[config.mk]
export PLATFORM = sky130hd
export DESIGN_NAME = hierarchical_waitfor_cycle_detect_core
export DESIGN_NICKNAME = d
export VERILOG_FILES = /design/src/rtl/core/hwcd_pkg.sv /design/src/rtl/core/hierarchical_waitfor_cycle_detect_core.sv /design/src/rtl/core/hwcd_dfs.sv
export SDC_FILE = /design/constraint.sdc
export NUM_CORES = 1
export LEC_CHECK = 0
export BUFFER_PORTS_ARGS = -buffer_cell sky130_fd_sc_hd__buf_4
export CORE_MARGIN = 1
export CORE_UTILIZATION = 50
export CTS_CLUSTER_DIAMETER = 40
export DETAILED_ROUTE_END_ITERATION = 7
export PLACE_DENSITY = 0.75
export RECOVER_POWER = 100
export SLEW_MARGIN = 15
export SYNTH_ARGS = -nofsm -noshare
export SYNTH_HDL_FRONTEND = slang
export SYNTH_SLANG_ARGS = --single-unit
[constraint.sdc]
create_clock -name clock -period 6.34 [get_ports clock]
set_clock_uncertainty 0.05 [all_clocks]
set_input_delay 0.317 -clock clock [delete_from_list [all_inputs] [get_ports clock]]
set_output_delay 0.317 -clock clock [all_outputs]
set_load 0.005 [all_outputs]
[src/rtl/core/hwcd_pkg.sv]
// Shared types, sizes and helpers for the wait-for graph cycle detector.
// Used by hwcd_dfs and hierarchical_waitfor_cycle_detect_core; depends on nothing.
package hwcd_pkg;

   // Graph size and the widths that follow from it.
   localparam int NODES  = 16;
   localparam int NODE_W = $clog2(NODES);
   localparam int CNT_W  = $clog2(NODES + 1);

   // Verdict scope codes.
   localparam logic SCOPE_REGION = 1'b0;
   localparam logic SCOPE_GLOBAL = 1'b1;

   // One input beat: one adjacency row of the current region.
   typedef struct packed {
      logic [NODE_W-1:0] row_index;
      logic [NODES-1:0]  row_bits;
      logic [CNT_W-1:0]  node_count;
      logic              last_row_of_region;
      logic              last_region;
   } req_type;

   // One result beat: a region or global verdict.
   typedef struct packed {
      logic scope;
      logic deadlock;
      logic last;
   } rsp_type;

   // Command from the controller to the search engine.
   typedef struct packed {
      logic             start;
      logic [CNT_W-1:0] size;
   } dfs_cmd_type;

   // Status and row fetch address from the search engine.
   typedef struct packed {
      logic              done;
      logic              found;
      logic [NODE_W-1:0] rd_addr;
   } dfs_sts_type;

   // Mask with the lowest n bits set.
   function automatic logic [NODES-1:0] low_mask(input logic [CNT_W-1:0] n);
      logic [NODES-1:0] m;
      for (int i = 0; i < NODES; i++) begin
         m[i] = (CNT_W'(i) < n);
      end
      return m;
   endfunction

endpackage

[src/rtl/core/hierarchical_waitfor_cycle_detect_core.sv]
// Top level of the hierarchical wait-for graph deadlock detector.
// Holds the region and global graph memories and the controller; uses hwcd_pkg and hwcd_dfs.
//
// Usage:
//   Each request beat carries one adjacency row of the current region. Rows at or
//   beyond node_count are dropped and bits at or beyond node_count are masked off.
//   A beat without last_row_of_region produces no response and leaves req_stall low.
//   A beat with last_row_of_region starts a depth-first search of the region graph
//   (n = min(node_count, 16) nodes) and yields one response beat with scope 0.
//   A deadlocked region is ORed into the global graph, one row per cycle.
//   With last_region also set, the global graph is then searched over all 16 nodes
//   and a second beat with scope 1 follows; last marks the final beat of the request.
// Search and stalls:
//   The search examines one neighbour per cycle except while it waits on a row fetch
//   from the graph memory. req_stall is high while a closing beat is being worked on.
// Reset clears both graphs at once through per-row valid bits; no clearing pass.
// A stalled response holds in its output register; a new request may still be taken,
// and the next verdict waits until that register is empty or is being read out.
module hierarchical_waitfor_cycle_detect_core (
   input  logic              clock,
   input  logic              reset,
   input  logic              req_valid,
   output logic              req_stall,
   input  hwcd_pkg::req_type req_payload,
   output logic              rsp_valid,
   input  logic              rsp_stall,
   output hwcd_pkg::rsp_type rsp_payload
);

   localparam logic [1:0] T_IDLE  = 2'd0;
   localparam logic [1:0] T_CHECK = 2'd1;
   localparam logic [1:0] T_MERGE = 2'd2;
   localparam logic [1:0] T_EMIT  = 2'd3;

   logic [1:0]                   state_ff, state_in;
   logic [hwcd_pkg::CNT_W-1:0]   n_ff, n_in;
   logic                         scope_ff, scope_in;
   logic                         close_all_ff, close_all_in;
   logic                         dl_ff, dl_in;
   logic [hwcd_pkg::CNT_W-1:0]   mu_ff, mu_in;
   logic                         m_pend_ff, m_pend_in;
   logic [hwcd_pkg::NODE_W-1:0]  m_addr_ff, m_addr_in;
   logic                         rsp_valid_ff, rsp_valid_in;
   hwcd_pkg::rsp_type            rsp_data_ff, rsp_data_in;

   logic [hwcd_pkg::NODES-1:0]   region_mem [hwcd_pkg::NODES];
   logic [hwcd_pkg::NODES-1:0]   global_mem [hwcd_pkg::NODES];
   logic [hwcd_pkg::NODES-1:0]   reg_vld_ff;
   logic [hwcd_pkg::NODES-1:0]   glb_vld_ff;
   logic [hwcd_pkg::NODES-1:0]   reg_rd_ff;
   logic [hwcd_pkg::NODES-1:0]   glb_rd_ff;
   logic                         reg_rv_ff;
   logic                         glb_rv_ff;

   logic                         accept;
   logic [hwcd_pkg::CNT_W-1:0]   n_eff;
   logic                         reg_we;
   logic [hwcd_pkg::NODES-1:0]   reg_wdata;
   logic                         glb_we;
   logic [hwcd_pkg::NODES-1:0]   glb_wdata;
   logic                         reg_clr;
   logic                         glb_clr;
   logic                         emit_go;
   logic [hwcd_pkg::NODE_W-1:0]  rd_addr;
   logic [hwcd_pkg::NODES-1:0]   reg_row;
   logic [hwcd_pkg::NODES-1:0]   glb_row;
   logic [hwcd_pkg::NODES-1:0]   dfs_row;
   hwcd_pkg::dfs_cmd_type        cmd;
   hwcd_pkg::dfs_sts_type        sts;

   // Request side: effective size and the row write.
   assign req_stall = (state_ff != T_IDLE);
   assign accept    = req_valid && !req_stall;
   assign n_eff     = (req_payload.node_count > hwcd_pkg::CNT_W'(hwcd_pkg::NODES)) ?
                      hwcd_pkg::CNT_W'(hwcd_pkg::NODES) : req_payload.node_count;
   assign reg_we    = accept && ({1'b0, req_payload.row_index} < n_eff);
   assign reg_wdata = req_payload.row_bits & hwcd_pkg::low_mask(n_eff);

   // Rows whose valid bit is clear read as zero.
   assign reg_row = reg_rv_ff ? reg_rd_ff : '0;
   assign glb_row = glb_rv_ff ? glb_rd_ff : '0;
   assign dfs_row = (scope_ff == hwcd_pkg::SCOPE_GLOBAL) ? glb_row : reg_row;

   // Merge write data: region row of the pending address ORed into the global row.
   assign glb_wdata = glb_row | (reg_row & hwcd_pkg::low_mask(n_ff));

   // The merge sweep owns the read port while it runs.
   assign rd_addr = (state_ff == T_MERGE) ? mu_ff[hwcd_pkg::NODE_W-1:0] : sts.rd_addr;

   assign emit_go = (state_ff == T_EMIT) && (!rsp_valid_ff || !rsp_stall);

   // Controller.
   always_comb begin
      state_in     = state_ff;
      n_in         = n_ff;
      scope_in     = scope_ff;
      close_all_in = close_all_ff;
      dl_in        = dl_ff;
      mu_in        = mu_ff;
      m_pend_in    = 1'b0;
      m_addr_in    = m_addr_ff;
      glb_we       = 1'b0;
      reg_clr      = 1'b0;
      glb_clr      = 1'b0;
      cmd.start    = 1'b0;
      cmd.size     = n_eff;
      rsp_valid_in = rsp_valid_ff && rsp_stall;
      rsp_data_in  = rsp_data_ff;
      unique case (state_ff)
         T_IDLE: begin
            if (accept && req_payload.last_row_of_region) begin
               n_in         = n_eff;
               close_all_in = req_payload.last_region;
               scope_in     = hwcd_pkg::SCOPE_REGION;
               cmd.start    = 1'b1;
               cmd.size     = n_eff;
               state_in     = T_CHECK;
            end
         end
         T_CHECK: begin
            if (sts.done) begin
               dl_in = sts.found;
               if ((scope_ff == hwcd_pkg::SCOPE_REGION) && sts.found) begin
                  mu_in    = '0;
                  state_in = T_MERGE;
               end else begin
                  state_in = T_EMIT;
               end
            end
         end
         T_MERGE: begin
            glb_we = m_pend_ff;
            if (mu_ff < n_ff) begin
               m_pend_in = 1'b1;
               m_addr_in = mu_ff[hwcd_pkg::NODE_W-1:0];
               mu_in     = mu_ff + 1'b1;
            end else if (!m_pend_ff) begin
               state_in = T_EMIT;
            end
         end
         T_EMIT: begin
            if (emit_go) begin
               rsp_valid_in         = 1'b1;
               rsp_data_in.scope    = scope_ff;
               rsp_data_in.deadlock = dl_ff;
               rsp_data_in.last     = (scope_ff == hwcd_pkg::SCOPE_GLOBAL) || !close_all_ff;
               if (scope_ff == hwcd_pkg::SCOPE_REGION) begin
                  reg_clr = 1'b1;
                  if (close_all_ff) begin
                     scope_in  = hwcd_pkg::SCOPE_GLOBAL;
                     n_in      = hwcd_pkg::CNT_W'(hwcd_pkg::NODES);
                     cmd.start = 1'b1;
                     cmd.size  = hwcd_pkg::CNT_W'(hwcd_pkg::NODES);
                     state_in  = T_CHECK;
                  end else begin
                     state_in = T_IDLE;
                  end
               end else begin
                  glb_clr  = 1'b1;
                  state_in = T_IDLE;
               end
            end
         end
      endcase
   end

   // Control registers and per-row valid bits.
   always_ff @(posedge clock) begin
      if (reset) begin
         state_ff     <= T_IDLE;
         m_pend_ff    <= 1'b0;
         rsp_valid_ff <= 1'b0;
         reg_vld_ff   <= '0;
         glb_vld_ff   <= '0;
      end else begin
         state_ff     <= state_in;
         m_pend_ff    <= m_pend_in;
         rsp_valid_ff <= rsp_valid_in;
         if (reg_clr) begin
            reg_vld_ff <= '0;
         end else if (reg_we) begin
            reg_vld_ff[req_payload.row_index] <= 1'b1;
         end
         if (glb_clr) begin
            glb_vld_ff <= '0;
         end else if (glb_we) begin
            glb_vld_ff[m_addr_ff] <= 1'b1;
         end
      end
   end

   // Payload and working registers.
   always_ff @(posedge clock) begin
      n_ff         <= n_in;
      scope_ff     <= scope_in;
      close_all_ff <= close_all_in;
      dl_ff        <= dl_in;
      mu_ff        <= mu_in;
      m_addr_ff    <= m_addr_in;
      rsp_data_ff  <= rsp_data_in;
   end

   // Graph memories: one write and one registered read per cycle each.
   always_ff @(posedge clock) begin
      if (reg_we) begin
         region_mem[req_payload.row_index] <= reg_wdata;
      end
      if (glb_we) begin
         global_mem[m_addr_ff] <= glb_wdata;
      end
      reg_rd_ff <= region_mem[rd_addr];
      glb_rd_ff <= global_mem[rd_addr];
      reg_rv_ff <= reg_vld_ff[rd_addr];
      glb_rv_ff <= glb_vld_ff[rd_addr];
   end

   hwcd_dfs u_dfs (
      .clock  (clock),
      .reset  (reset),
      .cmd    (cmd),
      .rd_row (dfs_row),
      .sts    (sts)
   );

   assign rsp_valid   = rsp_valid_ff;
   assign rsp_payload = rsp_data_ff;

   // The search finishes only while the controller waits for it.
   a_done_in_check: assert property (@(posedge clock) disable iff (reset)
      sts.done |-> (state_ff == T_CHECK))
      else $error("search completion outside the check phase");

   // The merge never reads the row it is writing back in the same cycle.
   a_merge_no_overlap: assert property (@(posedge clock) disable iff (reset)
      ((state_ff == T_MERGE) && m_pend_ff && (mu_ff < n_ff)) |->
      (mu_ff[hwcd_pkg::NODE_W-1:0] != m_addr_ff))
      else $error("merge read and write hit the same row");

   // After a region verdict beat is loaded the region graph is empty.
   a_region_cleared: assert property (@(posedge clock) disable iff (reset)
      (emit_go && (scope_ff == hwcd_pkg::SCOPE_REGION)) |=> (reg_vld_ff == '0))
      else $error("region graph not cleared after its verdict");

   // A global verdict belongs only to a request that closed the last region.
   a_global_needs_close: assert property (@(posedge clock) disable iff (reset)
      (emit_go && (scope_ff == hwcd_pkg::SCOPE_GLOBAL)) |-> close_all_ff)
      else $error("global verdict without last region");

endmodule

[src/rtl/core/hwcd_dfs.sv]
// Depth-first cycle search over a graph held in an external synchronous memory.
// Fetches one adjacency row at a time; uses types and helpers from hwcd_pkg.
module hwcd_dfs (
   input  logic                         clock,
   input  logic                         reset,
   input  hwcd_pkg::dfs_cmd_type        cmd,
   input  logic [hwcd_pkg::NODES-1:0]   rd_row,
   output hwcd_pkg::dfs_sts_type        sts
);

   localparam logic [1:0] D_IDLE = 2'd0;
   localparam logic [1:0] D_ROOT = 2'd1;
   localparam logic [1:0] D_WAIT = 2'd2;
   localparam logic [1:0] D_SCAN = 2'd3;

   logic [1:0]                     state_ff, state_in;
   logic [hwcd_pkg::CNT_W-1:0]     size_ff, size_in;
   logic [hwcd_pkg::CNT_W-1:0]     root_ff, root_in;
   logic [hwcd_pkg::NODE_W-1:0]    sp_ff, sp_in;
   logic [hwcd_pkg::NODES-1:0]     visited_ff, visited_in;
   logic [hwcd_pkg::NODES-1:0]     onpath_ff, onpath_in;
   logic [hwcd_pkg::NODES-1:0]     row_ff, row_in;
   logic                           done_ff, done_in;
   logic                           found_ff, found_in;
   logic [hwcd_pkg::NODE_W-1:0]    stack_ff [hwcd_pkg::NODES];
   logic [hwcd_pkg::CNT_W-1:0]     next_ff  [hwcd_pkg::NODES];

   logic                           push;
   logic [hwcd_pkg::NODE_W-1:0]    push_at;
   logic [hwcd_pkg::NODE_W-1:0]    push_node;
   logic                           step;
   logic [hwcd_pkg::NODE_W-1:0]    rd_addr;
   logic [hwcd_pkg::NODE_W-1:0]    node;
   logic [hwcd_pkg::CNT_W-1:0]     nbr;
   logic [hwcd_pkg::NODE_W-1:0]    nbr_idx;
   logic [hwcd_pkg::NODE_W-1:0]    root_idx;

   assign node     = stack_ff[sp_ff];
   assign nbr      = next_ff[sp_ff];
   assign nbr_idx  = nbr[hwcd_pkg::NODE_W-1:0];
   assign root_idx = root_ff[hwcd_pkg::NODE_W-1:0];

   // Search sequencer: one neighbour examined per scan cycle.
   always_comb begin
      state_in   = state_ff;
      size_in    = size_ff;
      root_in    = root_ff;
      sp_in      = sp_ff;
      visited_in = visited_ff;
      onpath_in  = onpath_ff;
      row_in     = row_ff;
      done_in    = 1'b0;
      found_in   = found_ff;
      push       = 1'b0;
      push_at    = sp_ff;
      push_node  = root_idx;
      step       = 1'b0;
      rd_addr    = node;
      unique case (state_ff)
         D_IDLE: begin
            if (cmd.start) begin
               size_in    = cmd.size;
               root_in    = '0;
               visited_in = '0;
               onpath_in  = '0;
               found_in   = 1'b0;
               state_in   = D_ROOT;
            end
         end
         D_ROOT: begin
            if (root_ff >= size_ff) begin
               done_in  = 1'b1;
               found_in = 1'b0;
               state_in = D_IDLE;
            end else if (visited_ff[root_idx]) begin
               root_in = root_ff + 1'b1;
            end else begin
               push       = 1'b1;
               push_at    = '0;
               push_node  = root_idx;
               sp_in      = '0;
               visited_in = visited_ff | (hwcd_pkg::NODES'(1) << root_idx);
               onpath_in  = onpath_ff | (hwcd_pkg::NODES'(1) << root_idx);
               rd_addr    = root_idx;
               state_in   = D_WAIT;
            end
         end
         D_WAIT: begin
            row_in   = rd_row & hwcd_pkg::low_mask(size_ff);
            state_in = D_SCAN;
         end
         D_SCAN: begin
            if (nbr >= size_ff) begin
               // All neighbours done: leave the path and return to the parent, or at the root move on to the next root.
               onpath_in = onpath_ff & ~(hwcd_pkg::NODES'(1) << node);
               if (sp_ff == '0) begin
                  root_in  = root_ff + 1'b1;
                  state_in = D_ROOT;
               end else begin
                  sp_in    = sp_ff - 1'b1;
                  rd_addr  = stack_ff[sp_ff - 1'b1];
                  state_in = D_WAIT;
               end
            end else begin
               step = 1'b1;
               if (row_ff[nbr_idx]) begin
                  if (onpath_ff[nbr_idx]) begin
                     // A back edge closes a cycle.
                     done_in  = 1'b1;
                     found_in = 1'b1;
                     state_in = D_IDLE;
                  end else if (!visited_ff[nbr_idx] &&
                               (sp_ff != hwcd_pkg::NODE_W'(hwcd_pkg::NODES - 1))) begin
                     push       = 1'b1;
                     push_at    = sp_ff + 1'b1;
                     push_node  = nbr_idx;
                     sp_in      = sp_ff + 1'b1;
                     visited_in = visited_ff | (hwcd_pkg::NODES'(1) << nbr_idx);
                     onpath_in  = onpath_ff | (hwcd_pkg::NODES'(1) << nbr_idx);
                     rd_addr    = nbr_idx;
                     state_in   = D_WAIT;
                  end
               end
            end
         end
      endcase
   end

   // Control registers and the visited and on-path marks.
   always_ff @(posedge clock) begin
      if (reset) begin
         state_ff   <= D_IDLE;
         done_ff    <= 1'b0;
         found_ff   <= 1'b0;
         visited_ff <= '0;
         onpath_ff  <= '0;
      end else begin
         state_ff   <= state_in;
         done_ff    <= done_in;
         found_ff   <= found_in;
         visited_ff <= visited_in;
         onpath_ff  <= onpath_in;
      end
   end

   // Search registers; the stack needs no reset as every entry is pushed before use.
   always_ff @(posedge clock) begin
      size_ff    <= size_in;
      root_ff    <= root_in;
      sp_ff      <= sp_in;
      row_ff     <= row_in;
      for (int k = 0; k < hwcd_pkg::NODES; k++) begin
         if (push && (push_at == hwcd_pkg::NODE_W'(k))) begin
            stack_ff[k] <= push_node;
            next_ff[k]  <= '0;
         end else if (step && (sp_ff == hwcd_pkg::NODE_W'(k))) begin
            next_ff[k] <= nbr + 1'b1;
         end
      end
   end

   assign sts.done    = done_ff;
   assign sts.found   = found_ff;
   assign sts.rd_addr = rd_addr;

   // A node on the current path has always been visited.
   a_path_visited: assert property (@(posedge clock) disable iff (reset)
      (onpath_ff & ~visited_ff) == '0)
      else $error("on-path node not marked visited");

   // Completion is reported only once the sequencer has gone idle.
   a_done_idle: assert property (@(posedge clock) disable iff (reset)
      done_ff |-> (state_ff == D_IDLE))
      else $error("search done while still active");

endmodule
== After elaboration in Yosys (flattened, before gate mapping) ==
Memories as Yosys holds them, arrays and structs flattened. A register that Yosys moved wholly into a read port is not among the register bits.
Cells that the tools add are included.

* Flip-flop bits (word level): 124
* Latch bits: 0
* Bits in writable memories: 656
* Memory bits (read-only): 0
* Input bits: 31
* Output and inout port bits: 5
* Word-level logic and storage cells: 616
* Memories: 4

{| class="wikitable"
|+ Memories
! memory !! depth !! width !! rd ports !! clocked after Yosys merged registers in !! write ports !! RTL line !! text
|-
| global_mem || 16 || 16 || 1 || 1 || 1 || hierarchical_waitfor_cycle_detect_core.sv:47 || <nowiki>logic [hwcd_pkg::NODES-1:0] global_mem [hwcd_pkg::NODES];</nowiki>
|-
| region_mem || 16 || 16 || 1 || 1 || 1 || hierarchical_waitfor_cycle_detect_core.sv:46 || <nowiki>logic [hwcd_pkg::NODES-1:0] region_mem [hwcd_pkg::NODES];</nowiki>
|-
| u_dfs.next_ff || 16 || 5 || 1 || 1 || 2 || hwcd_dfs.sv:26 || <nowiki>logic [hwcd_pkg::CNT_W-1:0] next_ff [hwcd_pkg::NODES];</nowiki>
|-
| u_dfs.stack_ff || 16 || 4 || 2 || 1 || 1 || hwcd_dfs.sv:25 || <nowiki>logic [hwcd_pkg::NODE_W-1:0] stack_ff [hwcd_pkg::NODES];</nowiki>
|}

* Add/sub/neg operators: 5
* Multiply operators: 0
* Divide/modulo/power cells: 0
* $lt $le $gt $ge: 60
* Eq/ne operators: 64
* Shift operators: 3
* Mux-type cells: 321
* Bitwise operators: 30
* Reduce and logical (&&, ||, !) cells: 104

{| class="wikitable"
|+ Operators by type and width
! kind !! count
|-
| two-way mux 4 bit || 67
|-
| two-way mux 16 bit || 16
|-
| two-way mux 5 bit || 43
|-
| two-way mux 1 bit || 154
|-
| less-than comparator 4 x 5 -> 1 bit (first input constant) || 24
|-
| OR 16 bit || 7
|-
| one-hot mux 16 bit (3 select lines) || 2
|-
| OR reduction 5 bit || 14
|-
| bitwise AND 16 bit || 4
|-
| == test 4 bit (second input constant) || 16
|-
| less-than comparator 3 x 5 -> 1 bit (first input constant) || 12
|-
| OR reduction 4 bit || 15
|-
| left shift 1 x 4 -> 16 bit (first input constant) || 3
|-
| logical AND 1 bit || 41
|-
| == test 4 x 3 -> 1 bit (second input constant) || 8
|-
| less-than comparator 1 x 5 -> 1 bit (first input constant) || 6
|-
| less-than comparator 2 x 5 -> 1 bit (first input constant) || 6
|-
| two-way mux 2 bit || 14
|-
| less-than comparator 4 x 5 -> 1 bit (second input constant) || 5
|-
| binary-select mux 1 bit (select 4 bit) || 6
|-
| two-way mux 6 bit || 4
|-
| inequality test 2 bit (second input constant) || 12
|-
| one-hot mux 4 bit (2 select lines) || 3
|-
| one-hot mux 5 bit (2 select lines) || 2
|-
| 41 further kinds || 103
|}

== Depth between registers and ports, before layout ==
* Word-level depth: 29
* Depth in mapped cells: 24
* Mapped depth without buffers: 18

== Modules after synthesis ==
Synthesis repeated with hierarchy kept, for this count alone.

* Cell total of the unflattened synthesis: 2,472
* Area total of the unflattened synthesis: 35,516.6 µm²

{| class="wikitable"
|+ By module, submodules not included
! module !! instances !! cells each !! area an instance (µm²) !! seq. area each (µm²)
|-
| hierarchical_waitfor_cycle_detect_core || 1 || 1,461 || 23,460.0 || 17,376.7
|-
| hwcd_dfs || 1 || 1,011 || 12,056.6 || 6,025.8
|}

== Least setup slack after synthesis ==
No wires, ideal clock.

* Kind: register -> register
* Start: register (tool-made name)
* End: memory u_dfs.next_ff[0][0] (netlist bit) (enable)
* Arrival: 4,926 ps
* Required time: 5,916 ps
* Path slack: 990 ps
* Cell stages (with the launch flop): 16
* Path buffers: 5
* Cells stage by stage: dfxtp_1 > buf_2 > buf_4 > buf_2 > buf_1 > mux4_2 > mux4_2 > ha_1 > a21oi_1 > nand2_1 > or4_1 > a21oi_1 > o21bai_1 > or2_2 > buf_2 > o21ai_0

{| class="wikitable"
|+ RTL lines
! what !! RTL line
|-
| end, declared || hwcd_dfs.sv:26
|}

==> results.md <==
- FF+latch count, synth: 816
- Post-synth top cells: 706 x edfxtp_1, 220 x nor2_1, 191 x mux4_2
- Synth top area cells: edfxtp_1 60%, mux4_2 12%, dfxtp_1 6.2%
- Max Cap Viol: 19
- Crit path cell chain: mux4_2 > mux4_2 > clkbuf_1 > nand2_1 > a21oi_1 > o211ai_1 > nand3b_1 > nor4_2 > a21oi_1 > o21ai_0 > nand3_1 > o21ai_0
- Final-report max-slew violation count: 288
- Global route overflow: 0
- Syn Inst Count: 2,320
- Worst Path Required: 6.59 ns
- Fin crit share: 95.5%
- Slowest cell delay on critical path: 0.79 ns
- Total Power: 23.8 mW
- Slew margin rel.: -17.6%
- CP endpoint kind: register
- Status: complete, but fails checks
- Worst path arrival time: 6.31 ns
- Slew @ Worst Pin: 1.75 ns
- Die W: 268 um
- Final HPWL DP: 56.6 mm
- Postcts setup bufs: 0
- Met3 Wirelength: 8.15 mm
- Unrepaired setup endpoints after global routing: no
- Drt initial violations: 2,536
- GRT Resource Usage Total: 25.9%
- Synth top area share: 60.1%
- Layout cells sized above 1: 18.7%
- Final wirelength: 91.7 mm
- Worst Hold Class: in2reg
- Setup tns final: 0 ns
- Failing checks: capacitance limit, slew limit
- Site Rows: 96
- Worst VDD drop: 478 uV
- Worst skew pair latency: 0.68 ns
- Bufs on Longest Clock Path: 3
- Drt via density: 6.43
- Crit-path slowest cell: o21ai_0
- Leading area contributor after synthesis: edfxtp_1
- Htree depth: 3
- Lkg Pwr: 13.3 nW
- I/O pin cnt: 36
- Die height: 268 um
- # DRC: 0
- Cell area after synthesis: 35,300 um^2
- Count of final setup violators: 0
- Most frequent cell after synthesis: edfxtp_1
- RePlAce Congestion: 0.928
- Worst-path maximum fanout: 20
- Post-route cell area: 40,200 um^2
- Post-synth EDFFs: 706
- Clock Pin Slew Worst Setup and Hold Paths: 0.06 ns
- Main synth FF type: edfxtp_1
- Async set or reset register ratio after synthesis: 0%
- Largest net degree at the start of global routing: 57
- Crit path kind: reg2reg
- N_diodes: 0
- Power Density: 591 nW/um^2
- Routed Antenna Nets: 0
- Mean Syn Cell Area: 15.2 um^2
- Antenna violations before repair: 0
- Post-synth cell types: 81
- IO buf count: 35
- Filler cells: 5,203
- Sequential share of the synthesized area: 66.4%
- Core area: 69,200 um^2
- Vias: 22,200
- Metal1 wirelength: 34.9 mm
- Syn-to-layout area delta: 14.0%
- Syn. warnings: 0
- Fin crit period: 6.05 ns
- Synth Net Count: 2,390
- Initial cell density of the core: 51.0%
- FMAX: 0.165 GHz
- Pre-Repair DR Iteration Count: 6
- First-pass GRT wire length: 137 mm
- Post-route setup slack: 0.287 ns
- Pre-CTS setup slack: 0.491 ns
- DIE AREA: 71,600 um^2
- Final nets: 2,502
- Clock Sinks: 816
- Startpoint Class: register
- DP Area: 37,100 um^2
- Number of global-route vias before repair: 22,100
- Final Hold Viols: 0
- Metal2 WL: 45.1 mm
- CTS tree: yes
- CTS root buffer: clkbuf_16
- Avg WL per Cell: 26.6 um
- Clock buffer count from CTS: 98
- Top layer in use: met4
## worst max-delay path, delay by kind of cell (launching register included)
kind / cells / cell delay (ns)
simple gates: 4 / 1.86
compound gates: 5 / 1.47
mux: 2 / 1.19
flops: 1 / 0.72
buf+inv: 1 / 0.37
## cell type report
class	count	area, um^2	share of cell area, %
Clock inverter	63	786	1.95
Timing Repair Buffer	144	900	2.24
Tap cell	931	1160	2.90
Multi-Input combinational cell	1338	11200	27.9
Inverter	34	128	0.318
Sequential cell	816	23400	58.2
Clock buffer	122	2590	6.45
## worst paths after layout
path	startpoint	endpoint	slack, ns	cells after the start
hold reg to reg	glb_vld_ff[14]$_SDFFE_PP0P_	glb_vld_ff[14]$_SDFFE_PP0P_	0.41	1
setup reg to reg	register	u_dfs.next_ff[3][3]$_SDFFCE_PN0P_	0.29	12
hold / removal	req_payload[4]	n_ff[2]$_SDFFCE_PP0P_	0.05	2
setup / recovery	register	u_dfs.next_ff[3][3]$_SDFFCE_PN0P_	0.29	12
## flip-flops by register name, indices dropped and copies added (netlist names), 3 cells and up, named ones only
name              count
glb_rd_ff            16
glb_vld_ff           16
global_mem          256
m_addr_ff             4
mu_ff                 5
n_ff                  5
reg_rd_ff            16
reg_vld_ff           16
region_mem          256
rsp_payload           3
u_dfs.next_ff        80
u_dfs.onpath_ff      16
u_dfs.root_ff         5
u_dfs.row_ff         16
u_dfs.size_ff         5
u_dfs.sp_ff           4
u_dfs.stack_ff       64
u_dfs.visited_ff     16
## power breakdown
part           internal [mW]  switching, mW
clock                   3.38           2.32
combinational           4.71           6.48
sequential              6.39          0.464
total                   14.5           9.27
## per-stage QoR
step	utilization, %	cells	hold WS, ns
6_report	58.1	3448	0.0473
3_5_place_dp	53.6	3258	0.403
2_1_floorplan	-	2320	0.350
3_3_place_gp	53.6	3258	0.391
4_1_cts	58.6	3448	0.0115
5_1_grt	58.1	3448	0.0382
## per-layer routing
metal,up-vias,GRT usage (%)
met4,0,10.7
met1,11300,33.8
met5,-,0
li1,9361,-
met3,275,4.88
met2,1265,42.9
## kinds of logic after synthesis
family	count (synthesis)	share of synthesized area, %
AO/OA/AOI/OAI	393	7.32
XOR/XNOR	9	0.224
adder cells (fa/ha/maj)	39	1.38
buffers and inverters	166	2.09
flip-flops	816	66.4
multiplexers	250	13.9
AND/OR/NAND/NOR	647	8.67
## what timing repair did
| action | in CTS | in global routing |
|---|---|---|
| hold buffers | 5 | 0 |
| endpoints found under the hold margin | 9 | 0 |
| gates resized for setup | 0 | 0 |
## layout by cell type, fill, tap and decap left out, types with 45 or more instances in the layout
master	count
edfxtp_1	706
nor2_1	207
mux4_2	191
nand3_1	118
nand2_1	115
dfxtp_1	108
a21oi_1	104
clkbuf_16	98
clkbuf_1	90
o21ai_0	68
nand2b_1	56
buf_4	53
nor3_1	50
mux2i_1	45
No activity file was read; power rests on OpenSTA's default activity.
